## src/wsat_pkg.sv

```systemverilog
// Shared types and constants for the windowed stability auto-tare block.
package wsat_pkg;

  localparam int NET_W    = 24;
  localparam int TIME_W   = 32;
  localparam int WIN_W    = 16;
  localparam int TOL_W    = 16;
  localparam int THR_W    = 20;
  localparam int CFG_W    = 20;
  localparam int CFG_IW   = 2;

  localparam int SAMPLE_DEPTH_DEF = 128;

  localparam logic [WIN_W-1:0] WINDOW_RST    = WIN_W'(3000);
  localparam logic [TOL_W-1:0] TOLERANCE_RST = TOL_W'(200);
  localparam logic [THR_W-1:0] THRESHOLD_RST = THR_W'(5000);

  localparam logic signed [NET_W-1:0] NET_MAX = 24'sh7FFFFF;
  localparam logic signed [NET_W-1:0] NET_MIN = 24'sh800000;

  // register indexes on the configuration port
  localparam logic [CFG_IW-1:0] CFG_WINDOW    = 2'd0;
  localparam logic [CFG_IW-1:0] CFG_TOLERANCE = 2'd1;
  localparam logic [CFG_IW-1:0] CFG_THRESHOLD = 2'd2;

  // item commands
  localparam logic CMD_SAMPLE = 1'b0;
  localparam logic CMD_TARE   = 1'b1;

  typedef struct packed {
    logic                    cmd;
    logic signed [NET_W-1:0] raw_weight;
    logic [TIME_W-1:0]       time_ms;
  } in_item_t;

  typedef struct packed {
    logic signed [NET_W-1:0] net_weight;
    logic [NET_W-1:0]        spread;
    logic                    is_stable;
    logic                    tared;
    logic signed [NET_W-1:0] tare_value;
  } out_item_t;

  typedef struct packed {
    logic signed [NET_W-1:0] weight;
    logic [TIME_W-1:0]       stamp;
  } sample_t;

  // verdict of the end-of-walk evaluation
  typedef struct packed {
    logic [NET_W-1:0]  spread;
    logic              stable;
    logic              tare;
    logic [TIME_W-1:0] stable_start_next;
  } eval_t;

endpackage

```

## src/wsat_eval.sv

```systemverilog
// End-of-walk evaluation: spread, stability and auto-tare decision.
module wsat_eval #(
  parameter int CW = 8
) (
  input  logic [CW-1:0]                      kept,
  input  logic signed [wsat_pkg::NET_W-1:0]  lo,
  input  logic signed [wsat_pkg::NET_W-1:0]  hi,
  input  logic [wsat_pkg::TIME_W-1:0]        now,
  input  logic [wsat_pkg::TIME_W-1:0]        stable_start,
  input  logic [wsat_pkg::WIN_W-1:0]         window_ms,
  input  logic [wsat_pkg::TOL_W-1:0]         spread_tolerance,
  input  logic [wsat_pkg::THR_W-1:0]         tare_threshold,
  input  logic signed [wsat_pkg::NET_W-1:0]  net,
  input  logic signed [wsat_pkg::NET_W-1:0]  weight_at_tare,
  output wsat_pkg::eval_t                    verdict
);
  import wsat_pkg::*;

  logic signed [NET_W:0] range_wide;
  logic [NET_W-1:0]      spread;
  logic [TIME_W-1:0]     start_eff;
  logic [TIME_W-1:0]     elapsed;
  logic signed [NET_W:0] dev;
  logic [NET_W:0]        dev_mag;
  logic                  close;

  assign range_wide = {hi[NET_W-1], hi} - {lo[NET_W-1], lo};
  always_comb begin
    if (kept == '0) begin
      spread = '0;
    end else if (range_wide[NET_W]) begin
      spread = '1;
    end else begin
      spread = range_wide[NET_W-1:0];
    end
  end

  // a zero start means not yet stable: stability begins now
  assign start_eff = (stable_start == '0) ? now : stable_start;
  assign elapsed   = now - start_eff;

  assign dev     = {net[NET_W-1], net} - {weight_at_tare[NET_W-1], weight_at_tare};
  assign dev_mag = dev[NET_W] ? (NET_W+1)'(-dev) : (NET_W+1)'(dev);
  assign close   = dev_mag < (NET_W+1)'(tare_threshold);

  always_comb begin
    verdict.spread            = spread;
    verdict.stable            = 1'b0;
    verdict.tare              = 1'b0;
    verdict.stable_start_next = '0;
    if (kept >= CW'(2) && spread <= NET_W'(spread_tolerance)) begin
      verdict.stable = 1'b1;
      if (elapsed >= TIME_W'(window_ms) && close) begin
        verdict.tare = 1'b1;
      end else begin
        verdict.stable_start_next = start_eff;
      end
    end
  end

endmodule

```

## config.mk

```make
export PLATFORM = sky130hd
export DESIGN_NAME = wsat_eval
export DESIGN_NICKNAME = d
export VERILOG_FILES = /design/src/wsat_pkg.sv /design/src/wsat_eval.sv
export SDC_FILE = /design/constraint.sdc
export NUM_CORES = 1
export LEC_CHECK = 0
export ABC_AREA = 1
export BUFFER_PORTS_ARGS = -buffer_cell sky130_fd_sc_hd__buf_4
export CORE_MARGIN = 4
export CORE_UTILIZATION = 54
export DETAILED_ROUTE_END_ITERATION = 6
export GPL_TIMING_DRIVEN = 0
export PLACE_DENSITY = 0.83
export SLEW_MARGIN = 10
export SYNTH_ARGS = -nofsm -noshare
export SYNTH_HDL_FRONTEND = slang
export SYNTH_SLANG_ARGS = --single-unit
```

## constraint.sdc

```tcl
create_clock -name vclk -period 8.4
set_clock_uncertainty 0.15 [all_clocks]
set_input_delay 1.68 -clock vclk [all_inputs]
set_output_delay 1.68 -clock vclk [all_outputs]
set_load 0.05 [all_outputs]
```

==> flow_summary.rst <==
.. list-table::
   :header-rows: 1

   * - Metric
     - Value
   * - Post-route ant nets
     - 0
   * - Critical path class
     - input port to primary output
   * - Die W
     - 130.6 µm
   * - Detailed-route DRC error count
     - 0
   * - Max stage delay cell, worst path
     - sky130_fd_sc_hd__ha_1
   * - Top-area cell type share of the netlist area
     - 20.19%
   * - Pre-CTS setup slack
     - -357.7 ps
   * - Ant. Diodes
     - 0
   * - Unrepaired setup endpoints after global routing
     - no
   * - Core Footprint
     - 14640 µm²
   * - Most frequent cells in the layout
     - 381 x sky130_fd_sc_hd__nand2_1, 302 x sky130_fd_sc_hd__inv_1, 281 x sky130_fd_sc_hd__buf_4, 174 x sky130_fd_sc_hd__nor2_1, 136 x sky130_fd_sc_hd__a21oi_1
   * - Maximum single-stage delay on the critical path
     - 350 ps
   * - Max_slew headroom
     - 65.89%
   * - Final RePlAce weighted congestion
     - 0.9611
   * - Final wirelength
     - 28.37 mm
   * - Ratio of total power to cell area
     - 88.39 nW/µm²
   * - Status
     - complete, no violations
   * - Count of boundary I/O pins
     - 278
   * - Share of the clock period used by the worst path
     - 96.84%
   * - Synthesized cell area
     - 8117 µm²
   * - DIE AREA
     - 17060 µm²
   * - GRT Overall Usage
     - 31.42%
   * - Number of antenna violations at the first check in global routing
     - 0
   * - DRT iter0 DRCs
     - 820
   * - First-pass GRT wire length
     - 44.66 mm
   * - Layout fillers
     - 1318
   * - Cell leakage power
     - 6.357 nW
   * - Transition time of the tightest slew-check pin
     - 507.4 ps
   * - Standard-cell row count
     - 44
   * - Detailed placer's ending HPWL
     - 25.64 mm
   * - Synthesis Warnings
     - 0
   * - Via count normalized by instance count
     - 5.463
   * - Nets in the synthesized netlist
     - 1852
   * - Data required, critical path
     - 6570 ps
   * - Setup-failing EPs final
     - 0
   * - Die outline height
     - 130.6 µm
   * - Net count, final
     - 2133
   * - Average routed wire per standard cell
     - 14.47 µm
   * - Cell count after synthesis
     - 1498
   * - Achievable Freq
     - 122.9 MHz
   * - Post-synthesis cell type with the largest combined area
     - sky130_fd_sc_hd__ha_1
   * - Maximum number of pins on one net before global-route repair
     - 11
   * - Number of distinct library cells after synthesis
     - 45
   * - Final period demand of the worst path
     - 8134 ps
   * - Post-route cell area
     - 10510 µm²
   * - Critical path peak fanout
     - 10
   * - Class of the worst hold path
     - input port to primary output
   * - Most common cell after layout, fill and taps aside
     - sky130_fd_sc_hd__nand2_1
   * - Via count of the first global-routing pass
     - 9989
   * - Max-Cap Viols
     - 0
   * - Initial Util
     - 55.43%
   * - Launching element type of the critical path
     - input port
   * - Arrival time of the worst setup path
     - 6300 ps
   * - Sequential fraction of the synthesis area
     - 0%
   * - Total of clock buffers placed in the layout
     - 0
   * - Layout cell share with drive strength beyond 1
     - 19.25%
   * - Post-route setup slack
     - 265.8 ps
   * - Total via count after detailed routing
     - 10.71k
   * - Total number of sequential cells
     - 0
   * - Final-report hold violation count
     - 0
   * - P&R area growth vs syn
     - 29.43%
   * - Cell area after placement
     - 10430 µm²
   * - Maximum resistive drop on vdd
     - 0.1345 mV
   * - Top post-synthesis cells by area
     - sky130_fd_sc_hd__ha_1 20%, sky130_fd_sc_hd__nand2_1 18%, sky130_fd_sc_hd__inv_1 14%
   * - Port buffer count
     - 278
   * - Pre-Repair DR Iteration Count
     - 6
   * - Syn_area_per_cell
     - 5.418 µm²
   * - Kind of capture point of the worst setup path
     - primary output
   * - Seq. cell area
     - 0 µm²
   * - Total grt overflow
     - 0
   * - Max-slew violations
     - 0
## layer usage
layer  track usage (%)  part of all wire, %  vias up
li1                  -                    -     5370
met3             3.293                  7.6       66
met2             57.49                   48      458
met5                 0                    0        -
met1             38.91                   42     4819
met4             8.711                  2.9        0
## cell usage after synthesis, types with 4 or more instances
| library cell | instances |
|---|---|
| sky130_fd_sc_hd__mux2i_1 | 21 |
| sky130_fd_sc_hd__xor2_1 | 41 |
| sky130_fd_sc_hd__ha_1 | 131 |
| sky130_fd_sc_hd__nor3_1 | 27 |
| sky130_fd_sc_hd__nand2_2 | 8 |
| sky130_fd_sc_hd__inv_1 | 302 |
| sky130_fd_sc_hd__nand3b_1 | 5 |
| sky130_fd_sc_hd__a21oi_1 | 140 |
| sky130_fd_sc_hd__a21boi_0 | 6 |
| sky130_fd_sc_hd__o21ai_1 | 5 |
| sky130_fd_sc_hd__nor2_2 | 14 |
| sky130_fd_sc_hd__clkbuf_1 | 4 |
| sky130_fd_sc_hd__buf_6 | 7 |
| sky130_fd_sc_hd__o21ai_0 | 43 |
| sky130_fd_sc_hd__nand2_1 | 381 |
| sky130_fd_sc_hd__o21a_1 | 6 |
| sky130_fd_sc_hd__nand4_1 | 26 |
| sky130_fd_sc_hd__nand3_1 | 71 |
| sky130_fd_sc_hd__a21o_1 | 6 |
| sky130_fd_sc_hd__o31ai_1 | 5 |
| sky130_fd_sc_hd__xnor2_1 | 20 |
| sky130_fd_sc_hd__nor2_1 | 174 |
| sky130_fd_sc_hd__o21bai_1 | 13 |
## logic make-up (layout without fill, tap and decap cells)
family / Yosys count / after routing / share of synthesized area (%)
AO/OA/AOI/OAI: 240 / 240 / 16.57
buffers and inverters: 319 / 598 / 15.43
adder cells (fa/ha/maj): 134 / 134 / 20.93
AND/OR/NAND/NOR: 723 / 723 / 37.89
multiplexers: 21 / 21 / 2.590
XOR/XNOR: 61 / 61 / 6.582
## cell type report
type	count	area, µm²	area share, %
multi-input combinational	1179	6913	65.80
timing repair buffer	280	2102	20.01
inverter	306	1152	10.97
tap	184	230.2	2.192
buffer	12	107.6	1.024
## path summary, 6_finish.rpt
path,depth (start not counted),start,endpoint,slack (ps)
worst max-delay path,25,stable_start[13],verdict[12],270
worst min-delay path,4,lo[0],verdict[34],3680
## report_power, final
group	switching (mW)	internal, mW
logic	0.570	0.359
clock network	0	0
registers	0	0
total	0.570	0.359
## repair_timing
| item | in CTS | in global routing |
|---|---|---|
| setup endpoints to repair | 33 | 33 |
| gates resized for setup | 2 | 19 |
| gates cloned | 0 | 0 |
| pin swaps | 1 | 2 |
| setup buffers | 1 | 1 |
| hold buffers | 0 | 0 |
## through the flow
| stage | hold WS [ps] | TNS, ps | total power, mW | util [%] | instances |
|---|---|---|---|---|---|
| 6_report | 3682 | 0 | 0.9285 | 71.74 | 1961 |
| 5_1_grt | 3712 | 0 | 1.032 | 71.74 | 1961 |
| 4_1_cts | 3686 | 0 | 0.9114 | 71.33 | 1961 |
| 3_5_place_dp | 3685 | -9649 | 0.9073 | 71.25 | 1960 |
| 3_3_place_gp | 3674 | -8109 | 0.8782 | 71.25 | 1960 |
| 2_1_floorplan | 3588 | 0 | 0.6294 | - | 1498 |
## worst max-delay path: cells and delay by family
kind | cells | cell delay (ps)
and+or+nand+nor | 9 | 1270
AOI/OAI and AO/OA | 7 | 1450
adders and majority gates | 2 | 650
xor gates and xnor gates | 1 | 170
muxes | 1 | 270
buffers and inverters | 5 | 830
(Power assumes the default switching activity.)
